<file path="src/hdl/ackfb_pkg.sv">
`timescale 1ns / 1ps
// ackfb_pkg: shared types, constants and crc helper for the ack frame builder
// used by every module under hdl/ but ackfb_checker, depends on nothing

package ackfb_pkg;

  localparam int unsigned FrameLen = 24;
  localparam int unsigned CrcSpan  = 20;
  localparam int unsigned PosW     = $clog2(FrameLen);

  localparam logic [31:0] CrcPoly = 32'hEDB8_8320;
  localparam logic [31:0] CrcInit = 32'hFFFF_FFFF;

  // allowed status codes
  localparam logic [7:0] StatusAck = 8'h06;
  localparam logic [7:0] StatusNak = 8'h15;
  localparam logic [7:0] StatusCan = 8'h18;

  // frame header bytes
  localparam logic [7:0] MagicF   = 8'h46;
  localparam logic [7:0] MagicT   = 8'h54;
  localparam logic [7:0] MagicA   = 8'h41;
  localparam logic [7:0] FrameVer = 8'h01;

  // byte positions inside the frame
  localparam int unsigned PosIndex  = 4;
  localparam int unsigned PosStatus = 8;
  localparam int unsigned PosPad    = 9;
  localparam int unsigned PosOffset = 12;

  typedef logic [PosW-1:0] pos_t;

  typedef struct packed {
    logic        reject;
    logic [31:0] blk_num;
    logic [7:0]  status_code;
    logic [63:0] commit_ofs;
  } ack_entry_t;

  // front -> queue
  typedef struct packed {
    logic       push;
    ack_entry_t entry;
  } ack_push_t;

  // queue -> back
  typedef struct packed {
    logic       valid;
    ack_entry_t entry;
  } ack_head_t;

  function automatic logic status_ok(input logic [7:0] st);
    return (st == StatusAck) || (st == StatusNak) || (st == StatusCan);
  endfunction

  // reflected crc-32, one byte folded in bit by bit
  function automatic logic [31:0] crc32_byte(input logic [31:0] crc, input logic [7:0] data);
    logic [31:0] c;
    c = crc ^ {24'h0, data};
    for (int b = 0; b < 8; b++) begin
      c = c[0] ? ((c >> 1) ^ CrcPoly) : (c >> 1);
    end
    return c;
  endfunction

endpackage

</file>
<file path="src/hdl/ack_frame_builder_crc32.sv">
`timescale 1ns / 1ps
// path: an accepted transaction is written into the queue, then loaded into the output register,
// which presents its first result byte; a frame leaves as 24 bytes and a rejected status as one,
//   one byte at a time through the output register, which holds while out_stall_i is high
// reset: rst_ni asynchronous active low, empties the queue and the output register
// depends on ackfb_pkg, ackfb_front, ackfb_queue, ackfb_back

module ack_frame_builder_crc32 #(
  parameter int unsigned QueueDepth = 2
) (
  input  logic        clk_i,
  input  logic        rst_ni,
  // request channel
  input  logic        in_valid_i,
  output logic        in_stall_o,
  input  logic [31:0] blk_num_i,
  input  logic [7:0]  status_code_i,
  input  logic [63:0] commit_ofs_i,
  // frame byte channel
  output logic        out_valid_o,
  input  logic        out_stall_i,
  output logic [7:0]  frame_byte_o,
  output logic        last_byte_o,
  output logic        rejected_o
);

  ackfb_pkg::ack_push_t push;
  ackfb_pkg::ack_head_t head;
  logic                 queue_full;
  logic                 pop;

  // front: takes a request transaction and flags a disallowed status
  ackfb_front u_front (
    .in_valid_i    (in_valid_i),
    .in_stall_o    (in_stall_o),
    .blk_num_i     (blk_num_i),
    .status_code_i (status_code_i),
    .commit_ofs_i  (commit_ofs_i),
    .queue_full_i  (queue_full),
    .push_o        (push)
  );

  // queue: decouples request intake from byte output so new requests land
  // while a frame is still streaming out
  ackfb_queue #(
    .Depth (QueueDepth)
  ) u_queue (
    .clk_i  (clk_i),
    .rst_ni (rst_ni),
    .push_i (push),
    .full_o (queue_full),
    .head_o (head),
    .pop_i  (pop)
  );

  // back: walks the 24 frame positions, folds bytes 0..19 into the crc and
  // sends the inverted crc little-endian in the last four bytes; a rejected
  // request leaves as one byte with last and rejected set
  ackfb_back u_back (
    .clk_i        (clk_i),
    .rst_ni       (rst_ni),
    .head_i       (head),
    .pop_o        (pop),
    .out_valid_o  (out_valid_o),
    .out_stall_i  (out_stall_i),
    .frame_byte_o (frame_byte_o),
    .last_byte_o  (last_byte_o),
    .rejected_o   (rejected_o)
  );

endmodule

</file>
<file path="src/hdl/ackfb_front.sv">
`timescale 1ns / 1ps
// ackfb_front: input side, takes a transaction and classifies its status
// depends on ackfb_pkg

module ackfb_front (
  input  logic                  in_valid_i,
  output logic                  in_stall_o,
  input  logic [31:0]           blk_num_i,
  input  logic [7:0]            status_code_i,
  input  logic [63:0]           commit_ofs_i,
  input  logic                  queue_full_i,
  output ackfb_pkg::ack_push_t  push_o
);

  assign in_stall_o = queue_full_i;

  always_comb begin
    push_o.push             = in_valid_i && !queue_full_i;
    push_o.entry.reject     = !ackfb_pkg::status_ok(status_code_i);
    push_o.entry.blk_num    = blk_num_i;
    push_o.entry.status_code = status_code_i;
    push_o.entry.commit_ofs = commit_ofs_i;
  end

endmodule

</file>
<file path="src/hdl/ackfb_queue.sv">
`timescale 1ns / 1ps
// ackfb_queue: short fifo of classified requests between front and back
// depends on ackfb_pkg

module ackfb_queue #(
  parameter int unsigned Depth = 2
) (
  input  logic                  clk_i,
  input  logic                  rst_ni,
  input  ackfb_pkg::ack_push_t  push_i,
  output logic                  full_o,
  output ackfb_pkg::ack_head_t  head_o,
  input  logic                  pop_i
);

  localparam int unsigned PtrW = (Depth > 1) ? $clog2(Depth) : 1;
  localparam int unsigned CntW = $clog2(Depth + 1);

  ackfb_pkg::ack_entry_t mem_q [Depth];
  logic [PtrW-1:0] wr_ptr_q, wr_ptr_d;
  logic [PtrW-1:0] rd_ptr_q, rd_ptr_d;
  logic [CntW-1:0] count_q, count_d;
  logic            do_push, do_pop;

  assign full_o       = (count_q == CntW'(Depth));
  assign head_o.valid = (count_q != '0);
  assign head_o.entry = mem_q[rd_ptr_q];

  assign do_push = push_i.push && !full_o;
  assign do_pop  = pop_i && head_o.valid;

  always_comb begin
    wr_ptr_d = wr_ptr_q;
    rd_ptr_d = rd_ptr_q;
    count_d  = count_q;
    if (do_push) begin
      wr_ptr_d = (wr_ptr_q == PtrW'(Depth - 1)) ? '0 : wr_ptr_q + 1'b1;
    end
    if (do_pop) begin
      rd_ptr_d = (rd_ptr_q == PtrW'(Depth - 1)) ? '0 : rd_ptr_q + 1'b1;
    end
    if (do_push && !do_pop) begin
      count_d = count_q + 1'b1;
    end else if (do_pop && !do_push) begin
      count_d = count_q - 1'b1;
    end
  end

  always_ff @(posedge clk_i or negedge rst_ni) begin
    if (!rst_ni) begin
      wr_ptr_q <= '0;
      rd_ptr_q <= '0;
      count_q  <= '0;
    end else begin
      wr_ptr_q <= wr_ptr_d;
      rd_ptr_q <= rd_ptr_d;
      count_q  <= count_d;
    end
  end

  always_ff @(posedge clk_i) begin
    if (do_push) begin
      mem_q[wr_ptr_q] <= push_i.entry;
    end
  end

endmodule

</file>
<file path="src/hdl/ackfb_back.sv">
`timescale 1ns / 1ps
// ackfb_back: serializes the queue head into frame bytes, runs the crc
// depends on ackfb_pkg

module ackfb_back (
  input  logic                  clk_i,
  input  logic                  rst_ni,
  input  ackfb_pkg::ack_head_t  head_i,
  output logic                  pop_o,
  output logic                  out_valid_o,
  input  logic                  out_stall_i,
  output logic [7:0]            frame_byte_o,
  output logic                  last_byte_o,
  output logic                  rejected_o
);

  ackfb_pkg::pos_t pos_q, pos_d;
  logic            out_valid_q, out_valid_d;
  logic [7:0]      byte_q;
  logic            last_q, rej_q;
  logic [31:0]     crc_q, crc_base, crc_fin;
  logic [7:0]      sel_byte;
  logic            load, at_end;
  logic [2:0]      off_sel;

  assign load    = head_i.valid && (!out_valid_q || !out_stall_i);
  assign at_end  = (pos_q == ackfb_pkg::pos_t'(ackfb_pkg::FrameLen - 1));
  assign pop_o   = load && (head_i.entry.reject || at_end);
  assign crc_fin = ~crc_q;
  assign off_sel = 3'(pos_q - ackfb_pkg::pos_t'(ackfb_pkg::PosOffset));
  assign crc_base = (pos_q == '0) ? ackfb_pkg::CrcInit : crc_q;

  // byte at the current frame position
  always_comb begin
    sel_byte = 8'h00;
    priority if (pos_q < ackfb_pkg::pos_t'(ackfb_pkg::PosIndex)) begin
      unique case (pos_q[1:0])
        2'd0:    sel_byte = ackfb_pkg::MagicF;
        2'd1:    sel_byte = ackfb_pkg::MagicT;
        2'd2:    sel_byte = ackfb_pkg::MagicA;
        default: sel_byte = ackfb_pkg::FrameVer;
      endcase
    end else if (pos_q < ackfb_pkg::pos_t'(ackfb_pkg::PosStatus)) begin
      sel_byte = head_i.entry.blk_num[{pos_q[1:0], 3'b000} +: 8];
    end else if (pos_q == ackfb_pkg::pos_t'(ackfb_pkg::PosStatus)) begin
      sel_byte = head_i.entry.status_code;
    end else if (pos_q < ackfb_pkg::pos_t'(ackfb_pkg::PosOffset)) begin
      sel_byte = 8'h00;
    end else if (pos_q < ackfb_pkg::pos_t'(ackfb_pkg::CrcSpan)) begin
      sel_byte = head_i.entry.commit_ofs[{off_sel, 3'b000} +: 8];
    end else begin
      sel_byte = crc_fin[{pos_q[1:0], 3'b000} +: 8];
    end
  end

  always_comb begin
    pos_d       = pos_q;
    out_valid_d = out_valid_q;
    if (load) begin
      out_valid_d = 1'b1;
      if (!head_i.entry.reject) begin
        pos_d = at_end ? '0 : pos_q + 1'b1;
      end
    end else if (!out_stall_i) begin
      out_valid_d = 1'b0;
    end
  end

  always_ff @(posedge clk_i or negedge rst_ni) begin
    if (!rst_ni) begin
      pos_q       <= '0;
      out_valid_q <= 1'b0;
    end else begin
      pos_q       <= pos_d;
      out_valid_q <= out_valid_d;
    end
  end

  always_ff @(posedge clk_i) begin
    if (load) begin
      byte_q <= head_i.entry.reject ? 8'h00 : sel_byte;
      last_q <= head_i.entry.reject || at_end;
      rej_q  <= head_i.entry.reject;
      if (!head_i.entry.reject && (pos_q < ackfb_pkg::pos_t'(ackfb_pkg::CrcSpan))) begin
        crc_q <= ackfb_pkg::crc32_byte(crc_base, sel_byte);
      end
    end
  end

  assign out_valid_o  = out_valid_q;
  assign frame_byte_o = byte_q;
  assign last_byte_o  = last_q;
  assign rejected_o   = rej_q;

endmodule

</file>
<file path="config.mk">
export PLATFORM = sky130hd
export DESIGN_NAME = ack_frame_builder_crc32
export DESIGN_NICKNAME = d
export VERILOG_FILES = /design/src/hdl/ackfb_pkg.sv /design/src/hdl/ack_frame_builder_crc32.sv /design/src/hdl/ackfb_front.sv /design/src/hdl/ackfb_queue.sv /design/src/hdl/ackfb_back.sv
export SDC_FILE = /design/constraint.sdc
export NUM_CORES = 1
export LEC_CHECK = 0
export BUFFER_PORTS_ARGS = -buffer_cell sky130_fd_sc_hd__buf_2
export CORE_MARGIN = 5
export CORE_UTILIZATION = 30
export CTS_CLUSTER_SIZE = 30
export DETAILED_ROUTE_END_ITERATION = 16
export MAX_ROUTING_LAYER = met4
export PLACE_DENSITY = 0.54
export SLEW_MARGIN = 10
export SYNTH_ARGS = -nofsm -noshare
export SYNTH_HDL_FRONTEND = slang
export SYNTH_HIERARCHICAL = 1
export SYNTH_SLANG_ARGS = --single-unit
</file>
<file path="constraint.sdc">
create_clock -name clk_i -period 12.05 [get_ports clk_i]
set_input_delay 2.41 -clock clk_i [delete_from_list [all_inputs] [get_ports clk_i]]
set_output_delay 2.41 -clock clk_i [all_outputs]
set_load 0.05 [all_outputs]
</file>
# ---- Yosys cells after proc, flatten, opt, wreduce, memory -nomap -nowiden
# Memories as Yosys holds them, arrays and structs flattened.
# Index checks and enable logic that the tools add are counted.
dict set report totals {
  register_bits 52
  ram_bits 210
  inputBits 108
  out_inout_bits 12
  word_cells 93
  memories 1
}
# memory words width read_ports rd_clocked_by_memory_dff wr line
set mem_list {}
lappend mem_list {u_queue.mem_q 2 105 1 0 1 ackfb_queue.sv:19} ;# ackfb_pkg::ack_entry_t mem_q [Depth];
dict set report op_classes {
  add_sub_neg 6
  magnitude_cmp 4
  n_eq_ne 9
  shift 3
  muxes 24
  bitwise 11
  n_reduce_logical 25
}
# cell n
set op_table {}
lappend op_table {{two-way mux 32 bit} 8}
lappend op_table {{inverter 13 -> 14 bit} 8}
lappend op_table {{variable part select 32 x 6 -> 8 bit} 2}
lappend op_table {{variable part select 64 x 7 -> 8 bit} 1}
lappend op_table {{two-way mux 8 bit} 5}
lappend op_table {{inverter 32 bit} 1}
lappend op_table {{XOR 32 x 8 -> 32 bit} 1}
lappend op_table {{two-way mux 31 bit} 1}
lappend op_table {{one-hot mux 7 bit (3 select lines)} 1}
lappend op_table {{equality test 8 x 5 -> 1 bit (second input constant)} 2}
lappend op_table {{less-than comparator 5 x 4 -> 1 bit (second input constant)} 2}
lappend op_table {{equality test 8 x 3 -> 1 bit (second input constant)} 1}
lappend op_table {{logical AND 1 bit} 8}
lappend op_table {{logical NOT 1 bit} 7}
lappend op_table {{two-way mux 1 bit} 6}
lappend op_table {{adder 5 x 1 -> 5 bit (second input constant)} 1}
lappend op_table {{equality test 5 x 4 -> 1 bit (second input constant)} 1}
lappend op_table {{equality test 5 bit (second input constant)} 1}
lappend op_table {{logical NOT 5 bit} 1}
lappend op_table {{less-than comparator 5 x 3 -> 1 bit (second input constant)} 1}
lappend op_table {{less-than comparator 5 bit (second input constant)} 1}
lappend op_table {{two-way mux 5 bit} 1}
lappend op_table {{equality test 2 bit (second input constant)} 2}
lappend op_table {{logical OR 1 bit} 4}
lappend op_table {{11 further kinds} 15}

# ---- Logic depth before layout (Yosys ltp)
dict set report logic_depth {
  word_depth 24
  mapped_depth 12
  ltp_nobuf 10
}

# ---- Hierarchy
# The synthesis kept the hierarchy.
# mod n_inst cells_per_inst area_each_um2 seq_area_each_um2
set by_module_without_submodules {}
lappend by_module_without_submodules {ackfb_queue 1 346 7933.9 6406.1}
lappend by_module_without_submodules {ackfb_back 1 334 4144.0 1411.4}
lappend by_module_without_submodules {ackfb_front 1 114 842.1 0.0}

# ---- Worst setup path before layout
# OpenSTA, ideal clock, no wires.
dict set report synth_timing {
  path_kind {input port to flip-flop}
  startpoint {input in_valid_i}
  endpoint {memory u_queue/mem_q[0][0] (netlist bit) (enable)}
  setup_time_ps 570
  arrival_ps 7021
  required_time_ps 11480
  setup_slack_ps 4460
  cell_stages 3
  n_path_buf 0
  path_cell_list {nor2b_1 > nand2_1 > nor2_1}
}
dict set report synth_between {
  elab_chain_len 4
}
# item line
set synth_lines {}
lappend synth_lines {{start: declaration} ack_frame_builder_crc32.sv:14} ;# input logic in_valid_i,
lappend synth_lines {{logical AND 1 bit} ackfb_front.sv:18} ;# push_o.push = in_valid_i && !queue_full_i;
lappend synth_lines {{logical AND 1 bit} ackfb_queue.sv:29} ;# assign do_push = push_i.push && !full_o;
lappend synth_lines {{two-way mux 1 bit} ackfb_queue.sv:62} ;# if (do_push) begin
lappend synth_lines {{two-way mux 1 bit (implied by the code)} ackfb_queue.sv:63} ;# mem_q[wr_ptr_q] <= push_i.entry;
lappend synth_lines {{end: declaration} ackfb_queue.sv:19}
# Every way passes these cells.

==> impl_metrics.yaml <==
clock_network:
  cts_buffers: 30
  htreeDepth: 1
  post_cts_buffers: 0
  hold_buffers: 0
  cts_root_buffer: "clkbuf_16"
  worstSkewPairLatency_ns: 0.56
  cts.sinks: 262
  ctsResizeCount: 0
  clock_path_buffers: 3
  path_clk_slew_ns: 0.06
  cts_tree: "done"
yosys:
  syn_area_um2: 12920
  ys.flop_type: "edfxtp_1"
  synth_nets: 908
  synth_seq_cells: 262
  synth_warnings: 6
  ys_types: 67
  async_flop_share_pct: 3.817
  ys_seq_area_share_pct: 60.51
  syn-mean-instance-area_um2: 16.27
  synth_edf_count: 252
  syn_inst: 794
placement:
  gp_congestion: 0.8152
  hpwlAfterDp_mm: 19.20
  dpl_worst_slack_ns: 7.020
  io_buffers: 119
final_layout:
  fin_nets: 928
  layout_common_cells: "edfxtp_1 (252), buf_2 (119), mux2_2 (76), nor2_1 (46), mux2_4 (40)"
  syn_to_final_growth_pct: 10.88
  final_common_cell: "edfxtp_1"
  drive_gt1_share_pct: 39.74
  fill_cells: 4174
critical_path:
  worst-path-buf-inv: 1
  cpPeakStageDelay_ns: 0.86
  slowest_stage: "dfrtp_4"
  end_kind: "flop"
  worstSetupPathType: "reg2reg"
  cp.required_ns: 12.34
  crit_fanout: 59
  worstPathCellList: "buf_4 -> mux2_4 -> mux4_2 -> o2bb2ai_2 -> a2111oi_4 -> xnor2_2 -> xnor3_2 -> xor2_2 -> xnor3_1"
  cp-start-kind: "flop"
  critPathTopFamily: "XOR/XNOR gates"
  critPathArrivalTime_ns: 5.26
grt:
  grt_pass1_vias: 6598
  grt_pass1_wl_mm: 42.20
  track_usage_pct: 11.92
  grt_max_degree: 73
  antenna_found_initial: 3
  overflow: 0
sta:
  min_period_over_period_pct: 41.22
  rsz0062_at_grt: "false"
  worst_slew_pin_slew_ns: 1.012
  setup_viol: 0
  slew_viol_final: 0
  hold_violations: 0
  finalSetupTns_ns: 0
  worst_slack_ns: 7.083
  fmax_ghz: 0.2013
  fin_worst_skew_ns: 0.02684
  min_period_ns: 4.967
  slew_headroom_pct: 32.56
status:
  run_status: "complete, no violations"
drt:
  routed_via_density: 4.379
  drc_errors: 0
  num_vias: 6245
  routedWlPerCell_um: 19.44
  wl_mm: 27.72
  postRouteAntennaNets: 0
  dr.pass1.iters: 4
  first_iter_violations: 414
flow_run:
  drv_cap: 0
floorplan:
  die_w_um: 217.5
  die_y_um: 217.5
  fp.coreArea_um2: 42890
  rows: 76
  initial_core_util_pct: 30.13
  die_area_um2: 47320
  io-pin-count: 120
worst_hold_path:
  hp-class: "reg2reg"
-- per-stage QoR --
stage | instance area (um2) | instances | utilization [%] | hold WS [ns]
global route | 14330 | 1426 | 33.40 | 0.5279
detailed placement | 13330 | 1367 | 31.08 | 0.4913
CTS | 14320 | 1423 | 33.38 | 0.5044
floorplan | 12920 | 794 | - | 0.4559
global placement | 13330 | 1367 | 31.08 | 0.4746
finish | 14330 | 1426 | 33.40 | 0.5042
-- cell families (layout without fill, tap and decap cells) --
kind of cell             Yosys count  after routing  share of synthesized area [%]
AND/OR/NAND/NOR                  107            107                          4.019
flip-flops                       262            262                          60.51
other                              0              3                              0
XOR/XNOR                          70             70                          7.447
adder cells (fa/ha/maj)            6              6                         0.5810
AO/OA/AOI/OAI                     52             52                          3.370
buffers and inverters            146            190                          7.960
multiplexers                     151            151                          16.11
-- synthesized netlist by cell type (5+ instances only) --
master    number  area [um2]
buf_4        109       818.3
nand2b_1       7       43.79
o22ai_1        7       43.79
and3_1         5       31.28
buf_6          8       90.09
xnor3_1       12       270.3
o21ai_0        5       25.02
nor3_1         5       25.02
xnor2_1       26       227.7
mux2_4        40       600.6
ha_1           6       75.07
xnor2_2        5       81.33
nand2_1       14       52.55
dfrtp_1       10       250.2
inv_1          7       26.28
edfxtp_1     252        7567
buf_2          9       45.04
mux2i_1       13       130.1
nor2_1        47       176.4
nor2b_1        7       43.79
mux4_2        21       473.0
nand3_1        7       35.03
mux2_2        76       855.8
clkbuf_1      12       45.04
xor2_1        17       148.9
-- worst paths after layout --
| kind | to | slack, ns | from | cells past startpoint |
|---|---|---|---|---|
| setup reg to reg | u_back/crc_q[26]$_DFFE_PP_ | 7.08 | u_queue/rd_ptr_q$_DFFE_PN0P_ | 9 |
| min in group asynchronous | u_queue/wr_ptr_q$_DFFE_PN0N_ | 1.73 | rst_ni | 1 |
| max in group asynchronous | u_queue/rd_ptr_q$_DFFE_PN0P_ | 10.09 | rst_ni | 1 |
| hold reg to reg | u_queue/count_q[1]$_DFFE_PN0P_ | 0.50 | u_queue/count_q[1]$_DFFE_PN0P_ | 1 |
| setup / recovery | u_back/crc_q[26]$_DFFE_PP_ | 7.08 | u_queue/rd_ptr_q$_DFFE_PN0P_ | 9 |
| hold / removal | u_queue/count_q[1]$_DFFE_PN0P_ | 0.50 | u_queue/count_q[1]$_DFFE_PN0P_ | 1 |
-- layout make-up --
| class | count | area (um2) | share of cell area, % |
|---|---|---|---|
| antenna | 3 | 7.507 | 0.05241 |
| clock buffer | 43 | 830.8 | 5.800 |
| clock inverter | 13 | 158.9 | 1.109 |
| inverter | 7 | 26.28 | 0.1834 |
| multi-input combinational | 386 | 4090 | 28.55 |
| sequential | 262 | 7824 | 54.62 |
| tap | 585 | 732.0 | 5.110 |
| timing repair buffer | 127 | 655.6 | 4.577 |
-- registers in the layout (all words and copies together), names as in the netlist --
name and count:
u_back/last_byte_o 1, u_back/crc_q 32, u_queue/rd_ptr_q 1, u_back/rejected_o 1, u_back/out_valid_o 1, u_back/pos_q 5
u_back/frame_byte_o 8, u_queue/mem_q 210, u_queue/wr_ptr_q 1, u_queue/count_q 2
-- per-layer routing --
metal,wire (um),track usage [%]
met1,13090,16.61
met2,12640,18.25
met3,1595,2.471
met4,395,2.402
met5,0,-
Power is not shown: default switching activity piles up to over one toggle a cycle in this logic, so the estimate is an artifact.
